==> src/hrbp_pkg.sv <==
`timescale 1ns / 1ps

package hrbp_pkg;

  typedef logic [1:0] status_t;
  typedef logic [2:0] class_t;

  localparam status_t RES_MORE = 2'd0;
  localparam status_t RES_GOOD = 2'd1;
  localparam status_t RES_BAD  = 2'd2;

  localparam class_t CL_NONE    = 3'd0;
  localparam class_t CL_METHOD  = 3'd1;
  localparam class_t CL_URI     = 3'd2;
  localparam class_t CL_NEWNAME = 3'd3;
  localparam class_t CL_NAME    = 3'd4;
  localparam class_t CL_VALUE   = 3'd5;

  localparam logic [7:0] CH_TAB   = 8'h09;
  localparam logic [7:0] CH_LF    = 8'h0A;
  localparam logic [7:0] CH_CR    = 8'h0D;
  localparam logic [7:0] CH_SP    = 8'h20;
  localparam logic [7:0] CH_DOT   = 8'h2E;
  localparam logic [7:0] CH_SLASH = 8'h2F;
  localparam logic [7:0] CH_COLON = 8'h3A;
  localparam logic [7:0] CH_H     = 8'h48;
  localparam logic [7:0] CH_P     = 8'h50;
  localparam logic [7:0] CH_T     = 8'h54;
  localparam logic [7:0] CH_DEL   = 8'h7F;
  localparam logic [7:0] CH_CTL_MAX = 8'h1F;
  localparam logic [7:0] CH_ZERO  = 8'h30;
  localparam logic [7:0] CH_NINE  = 8'h39;
  localparam logic [7:0] ACC_MAX  = 8'hFF;

  function automatic logic ctl_byte(input logic [7:0] b);
    return (b <= CH_CTL_MAX) || (b == CH_DEL);
  endfunction

  function automatic logic separator_byte(input logic [7:0] b);
    logic sep;
    sep = 1'b0;
    case (b) inside
      8'h28, 8'h29, 8'h3C, 8'h3E, 8'h40, 8'h2C, 8'h3B, 8'h3A, 8'h5C, 8'h22,
      8'h2F, 8'h5B, 8'h5D, 8'h3F, 8'h3D, 8'h7B, 8'h7D, 8'h20, 8'h09: sep = 1'b1;
      default: sep = 1'b0;
    endcase
    return sep;
  endfunction

  function automatic logic token_byte(input logic [7:0] b);
    return !b[7] && !ctl_byte(b) && !separator_byte(b);
  endfunction

  function automatic logic digit_byte(input logic [7:0] b);
    return (b >= CH_ZERO) && (b <= CH_NINE);
  endfunction

  // acc * 10 + digit, saturating at the top of the byte range
  function automatic logic [7:0] acc_digit(input logic [7:0] acc, input logic [7:0] b);
    logic [11:0] v;
    v = ({4'd0, acc} << 3) + ({4'd0, acc} << 1) + {8'd0, b[3:0]};
    return (v > {4'd0, ACC_MAX}) ? ACC_MAX : v[7:0];
  endfunction

endpackage

==> src/hrbp_byte_if.sv <==
`timescale 1ns / 1ps

interface hrbp_byte_if;
  logic       valid;
  logic       ready;
  logic [7:0] data_byte;

  modport source (output valid, output data_byte, input ready);
  modport sink (input valid, input data_byte, output ready);
endinterface

==> src/hrbp_result_if.sv <==
`timescale 1ns / 1ps

interface hrbp_result_if;
  logic             valid;
  logic             ready;
  hrbp_pkg::status_t parse_status;
  hrbp_pkg::class_t  byte_class;
  logic [7:0]       byte_echo;
  logic [7:0]       version_major;
  logic [7:0]       version_minor;

  modport source (output valid, output parse_status, output byte_class, output byte_echo,
                  output version_major, output version_minor, input ready);
  modport sink (input valid, input parse_status, input byte_class, input byte_echo,
                input version_major, input version_minor, output ready);
endinterface

==> src/http_request_byte_parser.sv <==
`timescale 1ns / 1ps
// An accepted byte goes through the input register, then the result register, to its result.
// Throughput: one byte per cycle while results are taken; the grammar step is combinational
// between the input register and the result register, and a held result can stall new bytes.
// Reset (rst, synchronous, active high): empty both stages, parser to method start,
// header flag and version accumulators to zero.
module http_request_byte_parser (
  input  logic                 clk,
  input  logic                 rst,
  hrbp_byte_if.sink            request,
  hrbp_result_if.source        result
);
  import hrbp_pkg::*;

  // Grammar states
  localparam logic [4:0] S_METHOD_START = 5'd0;
  localparam logic [4:0] S_METHOD       = 5'd1;
  localparam logic [4:0] S_URI          = 5'd2;
  localparam logic [4:0] S_VER_H        = 5'd3;
  localparam logic [4:0] S_VER_T1       = 5'd4;
  localparam logic [4:0] S_VER_T2       = 5'd5;
  localparam logic [4:0] S_VER_P        = 5'd6;
  localparam logic [4:0] S_VER_SLASH    = 5'd7;
  localparam logic [4:0] S_MAJOR_START  = 5'd8;
  localparam logic [4:0] S_MAJOR        = 5'd9;
  localparam logic [4:0] S_MINOR_START  = 5'd10;
  localparam logic [4:0] S_MINOR        = 5'd11;
  localparam logic [4:0] S_NL1          = 5'd12;
  localparam logic [4:0] S_LINE_START   = 5'd13;
  localparam logic [4:0] S_LWS          = 5'd14;
  localparam logic [4:0] S_NAME         = 5'd15;
  localparam logic [4:0] S_SPACE_VALUE  = 5'd16;
  localparam logic [4:0] S_VALUE        = 5'd17;
  localparam logic [4:0] S_NL2          = 5'd18;
  localparam logic [4:0] S_NL3          = 5'd19;

  // Input register stage
  logic       in_valid;
  logic [7:0] in_byte;

  // Result register stage
  logic       out_valid;
  status_t    out_status;
  class_t     out_class;
  logic [7:0] out_echo;
  logic [7:0] out_major;
  logic [7:0] out_minor;

  // Parser state
  logic [4:0] state;
  logic       seen_header;
  logic [7:0] major_acc;
  logic [7:0] minor_acc;

  logic [4:0] state_next;
  logic       seen_header_next;
  logic [7:0] major_acc_next;
  logic [7:0] minor_acc_next;
  status_t    status_next;
  class_t     class_next;

  logic advance;  // result register can take a new result this cycle
  logic step;     // the held byte moves through the grammar this cycle

  assign advance       = !out_valid || result.ready;
  assign step          = in_valid && advance;
  // Take a new byte whenever the input register empties or moves on this cycle.
  assign request.ready = !in_valid || advance;

  assign result.valid         = out_valid;
  assign result.parse_status  = out_status;
  assign result.byte_class    = out_class;
  assign result.byte_echo     = out_echo;
  assign result.version_major = out_major;
  assign result.version_minor = out_minor;

  // One grammar step on the held byte.
  always_comb begin
    state_next       = state;
    seen_header_next = seen_header;
    major_acc_next   = major_acc;
    minor_acc_next   = minor_acc;
    status_next      = RES_MORE;
    class_next       = CL_NONE;
    unique case (state)
      S_METHOD_START: begin
        if (token_byte(in_byte)) begin
          state_next = S_METHOD;
          class_next = CL_METHOD;
        end else begin
          status_next = RES_BAD;
        end
      end
      S_METHOD: begin
        if (in_byte == CH_SP) state_next = S_URI;
        else if (token_byte(in_byte)) class_next = CL_METHOD;
        else status_next = RES_BAD;
      end
      S_URI: begin
        // Bytes at 128 and up pass as URI characters.
        if (in_byte == CH_SP) state_next = S_VER_H;
        else if (ctl_byte(in_byte)) status_next = RES_BAD;
        else class_next = CL_URI;
      end
      S_VER_H: begin
        if (in_byte == CH_H) state_next = S_VER_T1;
        else status_next = RES_BAD;
      end
      S_VER_T1: begin
        if (in_byte == CH_T) state_next = S_VER_T2;
        else status_next = RES_BAD;
      end
      S_VER_T2: begin
        if (in_byte == CH_T) state_next = S_VER_P;
        else status_next = RES_BAD;
      end
      S_VER_P: begin
        if (in_byte == CH_P) state_next = S_VER_SLASH;
        else status_next = RES_BAD;
      end
      S_VER_SLASH: begin
        if (in_byte == CH_SLASH) begin
          major_acc_next = '0;
          minor_acc_next = '0;
          state_next     = S_MAJOR_START;
        end else begin
          status_next = RES_BAD;
        end
      end
      S_MAJOR_START: begin
        if (digit_byte(in_byte)) begin
          major_acc_next = acc_digit(major_acc, in_byte);
          state_next     = S_MAJOR;
        end else begin
          status_next = RES_BAD;
        end
      end
      S_MAJOR: begin
        if (in_byte == CH_DOT) state_next = S_MINOR_START;
        else if (digit_byte(in_byte)) major_acc_next = acc_digit(major_acc, in_byte);
        else status_next = RES_BAD;
      end
      S_MINOR_START: begin
        if (digit_byte(in_byte)) begin
          minor_acc_next = acc_digit(minor_acc, in_byte);
          state_next     = S_MINOR;
        end else begin
          status_next = RES_BAD;
        end
      end
      S_MINOR: begin
        if (in_byte == CH_CR) state_next = S_NL1;
        else if (digit_byte(in_byte)) minor_acc_next = acc_digit(minor_acc, in_byte);
        else status_next = RES_BAD;
      end
      S_NL1: begin
        if (in_byte == CH_LF) state_next = S_LINE_START;
        else status_next = RES_BAD;
      end
      S_LINE_START: begin
        // Leading whitespace continues the previous header only once one exists.
        if (in_byte == CH_CR) begin
          state_next = S_NL3;
        end else if (seen_header && (in_byte == CH_SP || in_byte == CH_TAB)) begin
          state_next = S_LWS;
        end else if (token_byte(in_byte)) begin
          seen_header_next = 1'b1;
          class_next       = CL_NEWNAME;
          state_next       = S_NAME;
        end else begin
          status_next = RES_BAD;
        end
      end
      S_LWS: begin
        // Drop folded whitespace; the first other printable byte opens the value.
        if (in_byte == CH_CR) begin
          state_next = S_NL2;
        end else if (in_byte == CH_SP || in_byte == CH_TAB) begin
          state_next = S_LWS;
        end else if (ctl_byte(in_byte)) begin
          status_next = RES_BAD;
        end else begin
          class_next = CL_VALUE;
          state_next = S_VALUE;
        end
      end
      S_NAME: begin
        if (in_byte == CH_COLON) state_next = S_SPACE_VALUE;
        else if (token_byte(in_byte)) class_next = CL_NAME;
        else status_next = RES_BAD;
      end
      S_SPACE_VALUE: begin
        if (in_byte == CH_SP) state_next = S_VALUE;
        else status_next = RES_BAD;
      end
      S_VALUE: begin
        if (in_byte == CH_CR) state_next = S_NL2;
        else if (ctl_byte(in_byte)) status_next = RES_BAD;
        else class_next = CL_VALUE;
      end
      S_NL2: begin
        if (in_byte == CH_LF) state_next = S_LINE_START;
        else status_next = RES_BAD;
      end
      S_NL3: begin
        status_next = (in_byte == CH_LF) ? RES_GOOD : RES_BAD;
      end
      default: begin
        status_next = RES_BAD;
      end
    endcase
  end

  // Input stage: hold the byte until the result stage can take its outcome.
  always_ff @(posedge clk) begin
    if (rst) begin
      in_valid <= 1'b0;
    end else if (request.ready) begin
      in_valid <= request.valid;
    end
  end

  always_ff @(posedge clk) begin
    if (request.ready && request.valid) begin
      in_byte <= request.data_byte;
    end
  end

  // Parser state: restart from method start after a good or bad verdict.
  always_ff @(posedge clk) begin
    if (rst) begin
      state       <= S_METHOD_START;
      seen_header <= 1'b0;
      major_acc   <= '0;
      minor_acc   <= '0;
    end else if (step) begin
      if (status_next != RES_MORE) begin
        state       <= S_METHOD_START;
        seen_header <= 1'b0;
        major_acc   <= '0;
        minor_acc   <= '0;
      end else begin
        state       <= state_next;
        seen_header <= seen_header_next;
        major_acc   <= major_acc_next;
        minor_acc   <= minor_acc_next;
      end
    end
  end

  // Result stage: hold a result until its transaction completes.
  always_ff @(posedge clk) begin
    if (rst) begin
      out_valid <= 1'b0;
    end else if (advance) begin
      out_valid <= in_valid;
    end
  end

  always_ff @(posedge clk) begin
    if (step) begin
      out_status <= status_next;
      out_class  <= class_next;
      out_echo   <= in_byte;
      // Report the accumulators as updated by this byte, before any restart.
      out_major  <= major_acc_next;
      out_minor  <= minor_acc_next;
    end
  end

  // A verdict always sends the parser back to a clean start.
  assert property (@(posedge clk) disable iff (rst)
    step && (status_next != RES_MORE) |=>
      (state == S_METHOD_START) && !seen_header && (major_acc == '0) && (minor_acc == '0))
    else $error("parser did not restart after a verdict");

  // A tagged byte never carries a verdict.
  assert property (@(posedge clk) disable iff (rst)
    out_valid |-> (out_class == CL_NONE) || (out_status == RES_MORE))
    else $error("byte class set on a good or bad result");

  // The grammar never leaves its twenty states.
  assert property (@(posedge clk) disable iff (rst) state <= S_NL3)
    else $error("parser state out of range");

  // A held byte survives a stalled result stage.
  assert property (@(posedge clk) disable iff (rst)
    in_valid && !advance |=> in_valid && $stable(in_byte))
    else $error("held byte lost while result stage stalled");

endmodule

==> src/flat_wrapper.sv <==
// flat-port wrapper written by rule: the top's interface ports become plain ports
module http_request_byte_parser_flat import hrbp_pkg::*;
  (clk, rst, request_valid, request_data_byte, request_ready, result_valid, result_parse_status, result_byte_class, result_byte_echo, result_version_major, result_version_minor, result_ready);
  hrbp_byte_if request_i ();
  hrbp_result_if result_i ();
  input  logic clk;
  input  logic rst;
  input wire logic [$bits(request_i.valid)-1:0] request_valid;
  input wire logic [$bits(request_i.data_byte)-1:0] request_data_byte;
  output wire logic [$bits(request_i.ready)-1:0] request_ready;
  output wire logic [$bits(result_i.valid)-1:0] result_valid;
  output wire logic [$bits(result_i.parse_status)-1:0] result_parse_status;
  output wire logic [$bits(result_i.byte_class)-1:0] result_byte_class;
  output wire logic [$bits(result_i.byte_echo)-1:0] result_byte_echo;
  output wire logic [$bits(result_i.version_major)-1:0] result_version_major;
  output wire logic [$bits(result_i.version_minor)-1:0] result_version_minor;
  input wire logic [$bits(result_i.ready)-1:0] result_ready;
  assign request_i.valid = request_valid;
  assign request_i.data_byte = request_data_byte;
  assign request_ready = request_i.ready;
  assign result_valid = result_i.valid;
  assign result_parse_status = result_i.parse_status;
  assign result_byte_class = result_i.byte_class;
  assign result_byte_echo = result_i.byte_echo;
  assign result_version_major = result_i.version_major;
  assign result_version_minor = result_i.version_minor;
  assign result_i.ready = result_ready;
  http_request_byte_parser u_core (.clk(clk), .rst(rst), .request(request_i), .result(result_i));
endmodule
==> config.mk <==
export PLATFORM = sky130hd
export DESIGN_NAME = http_request_byte_parser_flat
export DESIGN_NICKNAME = d
export VERILOG_FILES = /design/src/hrbp_pkg.sv /design/src/hrbp_byte_if.sv /design/src/hrbp_result_if.sv /design/src/http_request_byte_parser.sv /design/src/flat_wrapper.sv
export SDC_FILE = /design/constraint.sdc
export NUM_CORES = 1
export LEC_CHECK = 0
export CAP_MARGIN = 20
export CORE_ASPECT_RATIO = 0.9
export CORE_UTILIZATION = 44
export DETAILED_ROUTE_END_ITERATION = 10
export DONT_BUFFER_PORTS = 1
export PLACE_DENSITY = 0.67
export RECOVER_POWER = 25
export SETUP_SLACK_MARGIN = 0.05
export SYNTH_ARGS = -nofsm -noshare
export SYNTH_HDL_FRONTEND = slang
export SYNTH_SLANG_ARGS = --single-unit
export TNS_END_PERCENT = 50
==> constraint.sdc <==
create_clock -name clk -period 5.63 [get_ports clk]
set_input_delay 0.2815 -clock clk [delete_from_list [all_inputs] [get_ports clk]]
set_output_delay 0.2815 -clock clk [all_outputs]
set_load 0.01 [all_outputs]
=== Word-level counts from Yosys, hierarchy flattened ===
Cells that the tools add are included.

* Flip-flop bits (word level): 61
* Bits of input ports: 12
* Output and inout bits: 31
* Word-level logic and storage cells: 207

* Muxes and demuxes: 89
* Order comparisons: 5
* Equality and inequality tests: 65
* Add/sub/neg operators: 4
* Reduce and logical (&&, ||, !) cells: 32

{| class="wikitable"
|+ Operators with widths
! cell !! number
|-
| $mux W5 || 23
|-
| $eq A8 B6 Y1 const B || 13
|-
| $pmux W5 S18 || 1
|-
| $eq A8 B7 Y1 const B || 10
|-
| $mux W8 || 10
|-
| $mux W2 || 25
|-
| $ne A3 B1 Y1 const B || 16
|-
| $pmux W8 S3 || 2
|-
| $eq A5 B4 Y1 const B || 8
|-
| $pmux W2 S17 || 1
|-
| $mux W3 || 10
|-
| $add A11 B9 Y12 || 2
|-
| $add A12 B4 Y12 || 2
|-
| $eq A8 B4 Y1 const B || 3
|-
| $gt A12 B8 Y1 const B || 2
|-
| $pmux W3 S7 || 1
|-
| $eq A5 B3 Y1 const B || 4
|-
| $eq A5 B5 Y1 const B || 4
|-
| $reduce_and A20 Y1 || 1
|-
| $reduce_bool A19 Y1 || 1
|-
| $reduce_or A19 Y1 || 1
|-
| $mux W1 || 16
|-
| $eq A5 B2 Y1 const B || 2
|-
| $logic_and A1 B1 Y1 || 9
|-
| other kinds (13) || 28
|}

=== Logic depth before layout (Yosys ltp) ===
Gate-level depths: netlist of run 1.

* Word-level depth: 15
* Depth in mapped cells: 12
* Mapped depth without buffers: 11

=== Least setup slack after synthesis of run 1 ===
OpenSTA, ideal clock, no wires.

* Kind: flip-flop to flip-flop
* Start: register u_core.out_valid (netlist: u_core.result.valid)
* End: register u_core.state[2]
* Buffers on the path: 0
* Clock period less this slack: 3.592 ns
* Arrival time: 3.518 ns
* Library setup time: 0.074 ns
* Slack: 2.038 ns
* Required time: 5.556 ns
* Cell stages (with the launch flop): 8
* Cells stage by stage: dfxtp_1 -> nor2b_1 -> nor2b_1 -> o311ai_0 -> nor3_1 -> o2111ai_2 -> or4b_4 -> o22ai_2

* Cells in the longest elaborated chain, start to end: 4

{| class="wikitable"
|+ RTL lines
! element !! line !! RTL
|-
| start: declaration || http_request_byte_parser.sv:42 || <nowiki>logic out_valid;</nowiki>
|-
| start signal: assignment || http_request_byte_parser.sv:256 || <nowiki>out_valid <= in_valid;</nowiki>
|-
| $logic_not A1 Y1 || http_request_byte_parser.sv:65 || <nowiki>assign advance = !out_valid || result.ready;</nowiki>
|-
| $logic_or A1 B1 Y1 || http_request_byte_parser.sv:65 ||
|-
| $logic_and A1 B1 Y1 || http_request_byte_parser.sv:66 || <nowiki>assign step = in_valid && advance;</nowiki>
|-
| net u_core.step || http_request_byte_parser.sv:63 || <nowiki>logic step;</nowiki>
|-
| $reduce_and A20 Y1 (no line) || n/a ||
|-
| end signal: assignment || http_request_byte_parser.sv:243 || <nowiki>state <= state_next;</nowiki>
|-
| end: declaration || http_request_byte_parser.sv:50 || <nowiki>logic [4:0] state;</nowiki>
|}

The timed path passes the listed nets, and every way through them passes these cells.
A chain may end at the register's enable or synchronous reset.

=== Worst setup path in the final report of run 1 ===
* Start: register u_core.in_byte[3]
* End: register u_core.major_acc[5]

* Elaborated cells on any way between the ends: 86

{| class="wikitable"
|+ RTL lines
! element !! line !! RTL
|-
| start: declaration || http_request_byte_parser.sv:39 || <nowiki>logic [7:0] in_byte;</nowiki>
|-
| start signal: assignment || http_request_byte_parser.sv:225 || <nowiki>in_byte <= request.data_byte;</nowiki>
|-
| $add A12 B4 Y12 || hrbp_pkg.sv:61 || <nowiki>v = ({4'd0, acc} << 3) + ({4'd0, acc} << 1) + {8'd0, b[3:0]};</nowiki>
|-
| $gt A12 B8 Y1 || hrbp_pkg.sv:62 || <nowiki>return (v > {4'd0, ACC_MAX}) ? ACC_MAX : v[7:0];</nowiki>
|-
| $mux W8 || hrbp_pkg.sv:62 ||
|-
| $mux W8 || http_request_byte_parser.sv:131, http_request_byte_parser.sv:140 ||
|-
| $mux W8 || http_request_byte_parser.sv:139 || <nowiki>if (in_byte == CH_DOT) state_next = S_MINOR_START;</nowiki>
|-
| $pmux W8 S3 * || http_request_byte_parser.sv:85 || <nowiki>unique case (state)</nowiki>
|-
| net u_core.major_acc_next[5] || http_request_byte_parser.sv:57 || <nowiki>logic [7:0] major_acc_next;</nowiki>
|-
| $mux W8 * || http_request_byte_parser.sv:237 || <nowiki>if (status_next != RES_MORE) begin</nowiki>
|-
| end signal: assignment || http_request_byte_parser.sv:245 || <nowiki>major_acc <= major_acc_next;</nowiki>
|-
| end: declaration || http_request_byte_parser.sv:52 || <nowiki>logic [7:0] major_acc;</nowiki>
|}

The timed path passes the listed nets; every way through them passes the cells marked *. The select of a mux whose other input is x is not followed.

==> impl_metrics.csv, run 1 <==
group,metric,value,unit
status,status,"finished clean",
critical_path,slowest_delay,0.72,ns
floorplan,die_w,103,µm
layout,multiInputGateArea,2290,µm²
hold_path,hold_class,"in2reg",
floorplan,dieArea,9540,µm²
critical_path,cp.arrival,3.91,ns
synthesis,synthCells,416,
synthesis,synth_cell_types,66,
routing,viasPerCell,6.06,
layout,drive_above_1_share,8.96,%
layout,nNetsFinal,454,
placement,placed_area,4100,µm²
synthesis,yosysWarnings,0,
cts,path_clk_slew,0.08,ns
layout,regArea,1590,µm²
routing,drc,0,
floorplan,start_util,46.1,%
layout,fill_cells,827,
routing,avgRoutedWirePerCell,17.6,µm
routing,vias,3222,
critical_path,startpoint,"u_core.in_byte[3]",
layout,syn_to_final_growth,7.83,%
cts,cts_tree,"done",
critical_path,crit_fanout,17,
sta,max_freq,272,MHz
floorplan,core-area,8730,µm²
hold_path,worstHoldStart,"request_data_byte[0]",
floorplan,io_pins,43,
critical_path,worstSetupPathType,"reg2reg",
critical_path,reg2reg_from,"u_core.in_byte[3]",
synthesis,synth_area_leader_cell,"edfxtp_1",
sta,period_share,65.2,%
sta,skew,0.00827,ns
critical_path,crit_family,"compound AO/OA/AOI/OAI gates",
routing,drt-initial-drc-count,179,
grt,track_usage,21.0,%
grt,grt_pass1_vias,3001,
flow_run,maxCapViolCount,0,
cts,cts.path.max_buffers,2,
floorplan,row_count,32,
synthesis,async_reset_ff_share,0,%
grt,grt_start_max_net_pins,35,
critical_path,cp_num_buf_inv,1,
grt,antenna_found_initial,0,
cts,root_buffer,"clkbuf_8",
sta,period_minus_slack,3.67,ns
sta,rsz0062_at_grt,"no",
layout,layout_common_cells,"edfxtp_1, a21oi_1, nand2_1",
synthesis,avgSynthCellArea,9.68,µm²
placement,port-buffer-count,0,
synthesis,ys_ff_latch,61,
power_and_ir_drop,power,1.02,mW
synthesis,synth_area,4030,µm²
grt,grt_pass1_wl,15200,µm
sta,fin_tns_setup,0,ns
routing,drtPass1Iterations,5,
cts,insertion_delay,0.35,ns
grt,grt-ovfl-total,0,
critical_path,cp.required,5.87,ns
critical_path,startpoint_type,"register",
placement,place_congestion,0.901,
power_and_ir_drop,peakVddDrop,0.133,mV
placement,dp_hpwl,6610,µm
synthesis,synth_area_leaders,"edfxtp_1, dfxtp_1, ha_1",
critical_path,crit_path_frequent_cell,"fa_1",
cts,postCtsSetupRepairBufs,0,
sta,finalHoldViolations,0,
layout,fin_area,4340,µm²
synthesis,synth_top_area_share,27.6,%
layout,insertedDiodeCount,0,
cts,htreeDepth,3,
cts,cts.sinks,61,
critical_path,cp-end-kind,"register",
synthesis,synth_edf_count,37,
sta,finalMaxSlewViolations,0,
synthesis,yosysSeqAreaShare,39.5,%
layout,fin_util,49.7,%
sta,tightest_slew,0.999,ns
critical_path,cp_slowest_cell,"edfxtp_1",
sta,setup_viol,0,
routing,routed_wl,9340,µm
routing,ant_nets,0,
sta,max_slew_margin,33.1,%
synthesis,ys.flop_type,"edfxtp_1",
layout,final_common_cell,"edfxtp_1",
floorplan,die_h,92.8,µm
critical_path,path_cells,"fa_1 -> inv_1 -> fa_1 -> nor2b_1 -> o31a_1 -> or3_1 -> a31oi_1 -> a32oi_1 -> a21o_1 -> a22o_1",
cts,numCtsBuffers,9,
power_and_ir_drop,p_leak,1.66,nW
power_and_ir_drop,powerDensity,234,nW/µm²
synthesis,syn_nets,462,
worst paths after layout:
kind / endpoint / slack (ns) / depth (start not counted)
setup / recovery: u_core.major_acc[5] / 1.96 / 10
hold / removal: u_core.in_byte[0] / 0.02 / 0
hold reg to reg: u_core.seen_header / 0.48 / 2
setup reg to reg: u_core.major_acc[5] / 1.96 / 10
worst register-to-register path: stages (launching register included):
cell and delay (ns):
edfxtp_1 0.72, fa_1 0.54, inv_1 0.10, fa_1 0.21, nor2b_1 0.07, o31a_1 0.27
or3_1 0.31, a31oi_1 0.68, a32oi_1 0.22, a21o_1 0.24, a22o_1 0.21
synthesized netlist by cell type, types with 3 or more instances:
master	n
a211oi_1	9
a21o_1	7
a21oi_1	32
a22o_1	15
a22oi_1	4
a31oi_1	10
and2_1	3
clkbuf_1	19
dfxtp_1	24
edfxtp_1	37
fa_1	4
ha_1	30
inv_1	15
nand2_1	32
nand2b_1	6
nand3_1	6
nand4_1	3
nor2_1	31
nor2b_1	8
nor3_1	9
nor3b_1	4
nor4b_1	4
o21a_1	7
o21ai_0	21
o21bai_1	3
o22ai_1	5
o311ai_0	3
or2_2	4
or3_1	3
or4_1	5
xor2_1	5
cell type report:
cell class	instances	share of cell area, %
Multi-Input combinational cell	318	52.7
Clock buffer	9	2.85
Tap cell	119	3.43
Sequential cell	61	36.7
Clock inverter	7	2.42
Timing Repair Buffer	3	0.663
Inverter	15	1.30
per-stage QoR:
| stage | hold WS [ns] | instances | setup slack (ns) |
|---|---|---|---|
| after global routing | 0.000847 | 532 | 1.79 |
| after CTS | 0.00347 | 532 | 2.00 |
| after global placement | 0.355 | 514 | 2.07 |
| after floorplan | 0.380 | 416 | 2.04 |
| after detailed placement | 0.358 | 515 | 2.04 |
| final | 0.0217 | 532 | 1.96 |
kinds of logic (layout without fill, tap and decap cells):
family	count (synthesis)	count (layout)	synth area share (%)
xor+xnor	7	7	1.52
flops	61	61	39.5
fa+ha+maj	34	34	11.3
buf+inv	37	34	3.85
compound gates	138	138	23.8
simple gates	138	138	19.7
mux	1	1	0.249
flip-flops by register name (all words and copies together) (netlist names):
name,cells
u_core.in_byte,8
u_core.in_valid,1
u_core.major_acc,8
u_core.minor_acc,8
u_core.result.byte_class,3
u_core.result.byte_echo,8
u_core.result.parse_status,2
u_core.result.valid,1
u_core.result.version_major,8
u_core.result.version_minor,8
u_core.seen_header,1
u_core.state,5
power breakdown:
part	internal, mW	switching (mW)	total (mW)
registers	0.488	0.0225	0.511
logic	0.0188	0.0324	0.0512
clock network	0.257	0.197	0.454
total	0.764	0.252	1.02
per-layer routing:
metal,share of wire (%),GRT usage (%),vias up
met5,0,0,-
met4,1.3,7.86,0
met3,5.5,4.68,8
met2,45,30.4,106
met1,48,30.1,1530
li1,-,-,1578
what timing repair did:
| action | CTS | global route |
|---|---|---|
| resized for setup | 0 | 0 |
| hold buffers | 1 | 0 |
| hold endpoints to repair | 2 | 0 |
Power figures use the tool's default switching activity.
==> inputs of run 2 (changes only) <==
==> constraint.sdc (replaced) <==
create_clock -name clk -period 3.6 [get_ports clk]
set_input_delay 0.18 -clock clk [delete_from_list [all_inputs] [get_ports clk]]
set_output_delay 0.18 -clock clk [all_outputs]
set_load 0.01 [all_outputs]
==> run 2 against run 1 <==
  * Utilization is 2.1 points higher
  * Power is 64% higher
  * Sequential power is 55% higher
  * Critical path depth stayed put
  * Clock power is 70% higher
  * Register-to-register slack worse by 1.7 ns
  * Design area is 4.3% higher
  * Maximum frequency is 9.3% higher
  * Wire length is 8.4% higher
  * Setup slack worse by 1.7 ns
  * Via count is 5.1% higher
  * Clock-buffer cell count stayed put
  * Critical endpoint is now u_core.minor_acc[6]
  * Largest power group unchanged
==> impl_metrics.csv, run 2 (synthesis gave the netlist of run 1 again) <==
group,metric,value,unit
status,status,"finished clean",
routing,avgRoutedWirePerCell,18.3,µm
routing,drt-initial-drc-count,195,
power_and_ir_drop,power,1.67,mW
placement,place_congestion,0.897,
routing,routed_wl,10100,µm
sta,timing.hold.ws,0.0211,ns
sta,tightest_slew,0.817,ns
critical_path,cp.required,3.85,ns
layout,syn_to_final_growth,12.4,%
layout,fin_util,51.9,%
critical_path,slowest_delay,0.63,ns
cts,path_clk_slew,0.07,ns
layout,final_common_cell,"edfxtp_1",
sta,finalMaxSlewViolations,0,
critical_path,cp.arrival,3.61,ns
sta,setup_viol,0,
cts,numCtsBuffers,9,
floorplan,row_count,32,
sta,skew,0.0113,ns
sta,rsz0062_at_grt,"no",
grt,track_usage,22.9,%
placement,post-place-ws,0.281,ns
routing,drtPass1Iterations,5,
placement,placed_area,4180,µm²
layout,layout_common_cells,"edfxtp_1, a21oi_1, nand2_1",
placement,port-buffer-count,0,
grt,grt_pass1_wl,16600,µm
critical_path,cp_slowest_cell,"or4_1",
layout,fin_area,4530,µm²
cts,cts_resized,0,
power_and_ir_drop,p_switching,397,µW
power_and_ir_drop,sw_frac_of_total,23.9,%
placement,dp_hpwl,7080,µm
layout,drive_above_1_share,11.1,%
floorplan,die_w,103,µm
routing,vias,3387,
floorplan,dieArea,9540,µm²
layout,insertedDiodeCount,0,
power_and_ir_drop,p_leak,1.77,nW
layout,final_cells,552,
flow_run,maxCapViolCount,0,
critical_path,cp_num_buf_inv,1,
floorplan,start_util,46.1,%
grt,grt_start_max_net_pins,34,
layout,nNetsFinal,474,
cts,insertion_delay,0.36,ns
critical_path,crit_fanout,5,
cts,cts.sinks,61,
placement,dp.cells,526,
critical_path,crit_path_frequent_cell,"fa_1",
power_and_ir_drop,powerDensity,368,nW/µm²
cts,cts.path.max_buffers,2,
sta,finalHoldViolations,0,
power_and_ir_drop,p_seq_share,47.6,%
power_and_ir_drop,p_int,1.27,mW
sta,period_minus_slack,3.36,ns
routing,drc,0,
critical_path,startpoint_type,"register",
critical_path,crit_family,"compound AO/OA/AOI/OAI gates",
routing,ant_nets,0,
critical_path,cp-end-kind,"register",
cts,postCtsSetupRepairBufs,0,
cts,root_buffer,"clkbuf_8",
routing,viasPerCell,6.14,
cts,postCtsHoldBufs,10,
floorplan,core-area,8730,µm²
sta,max_freq,298,MHz
critical_path,path_cells,"fa_1 -> inv_1 -> fa_1 -> nor2b_1 -> o21a_1 -> o21ai_0 -> or4_1 -> a21oi_1 -> a31oi_1 -> a22o_1",
grt,antenna_found_initial,0,
sta,period_share,93.3,%
hold_path,hold_class,"in2reg",
cts,cts_tree,"done",
grt,grt-ovfl-total,0,
power_and_ir_drop,peakVddDrop,0.238,mV
floorplan,io_pins,43,
sta,fin_tns_setup,0,ns
critical_path,worstSetupPathType,"reg2reg",
sta,setup_ws,0.242,ns
floorplan,die_h,92.8,µm
cts,htreeDepth,3,
power_and_ir_drop,pwr-share-comb,6.1,%
power_and_ir_drop,clockPowerShare,46.3,%
grt,grt_pass1_vias,3302,
sta,max_slew_margin,45.4,%
-- run 2: cell types whose count changed in the layout (fill, tap and decap cells not counted) --
cell and delta:
buf_4 +12, buf_6 -1, bufinv_16 +1, clkinv_2 +1, clkinv_4 +1, clkinvlp_4 -1
dlygate4sd3_1 +9, inv_6 -1, inv_8 -1
-- run 2: area by class of cell --
cell class	instances	area [µm²]
Clock buffer	9	124
Inverter	15	56.3
Timing Repair Buffer	23	198
Tap cell	119	149
Fill cell	828	4200
Sequential cell	61	1590
Clock inverter	7	121
Multi-Input combinational cell	318	2290
-- run 2: path summary, 6_finish.rpt --
kind | slack [ns] | from | to | cells past startpoint
worst max-delay path | 0.24 | u_core.in_byte[3] | u_core.minor_acc[6] | 10
worst min-delay path | 0.02 | rst | u_core.state[0] | 2
worst max register to register | 0.24 | u_core.in_byte[3] | u_core.minor_acc[6] | 10
worst min register to register | 0.49 | u_core.seen_header | u_core.seen_header | 2
-- run 2: power groups by stage --
| stage | Sequential, mW | Clock (mW) | Combinational, mW |
|---|---|---|---|
| 4_1_cts | 0.792 | 0.785 | 0.101 |
| 2_1_floorplan | 0.795 | 0 | 0.0735 |
| 3_5_place_dp | 0.808 | 0 | 0.0919 |
| 5_1_grt | 0.795 | 0.811 | 0.112 |
| 3_3_place_gp | 0.808 | 0 | 0.0905 |
| 6_report | 0.792 | 0.771 | 0.102 |
-- run 2: worst register-to-register path: stages (launching register included) --
cell and delay (ns):
edfxtp_1 0.42, fa_1 0.53, inv_1 0.07, fa_1 0.46, nor2b_1 0.14, o21a_1 0.13, o21ai_0 0.09, or4_1 0.63
a21oi_1 0.37, a31oi_1 0.18, a22o_1 0.24
-- run 2: layer usage --
metal | wire length [µm] | GRT usage, %
met1 | 4700 | 30.5
met2 | 4730 | 35.6
met3 | 527 | 5.58
met4 | 171 | 9.15
met5 | 0 | 0
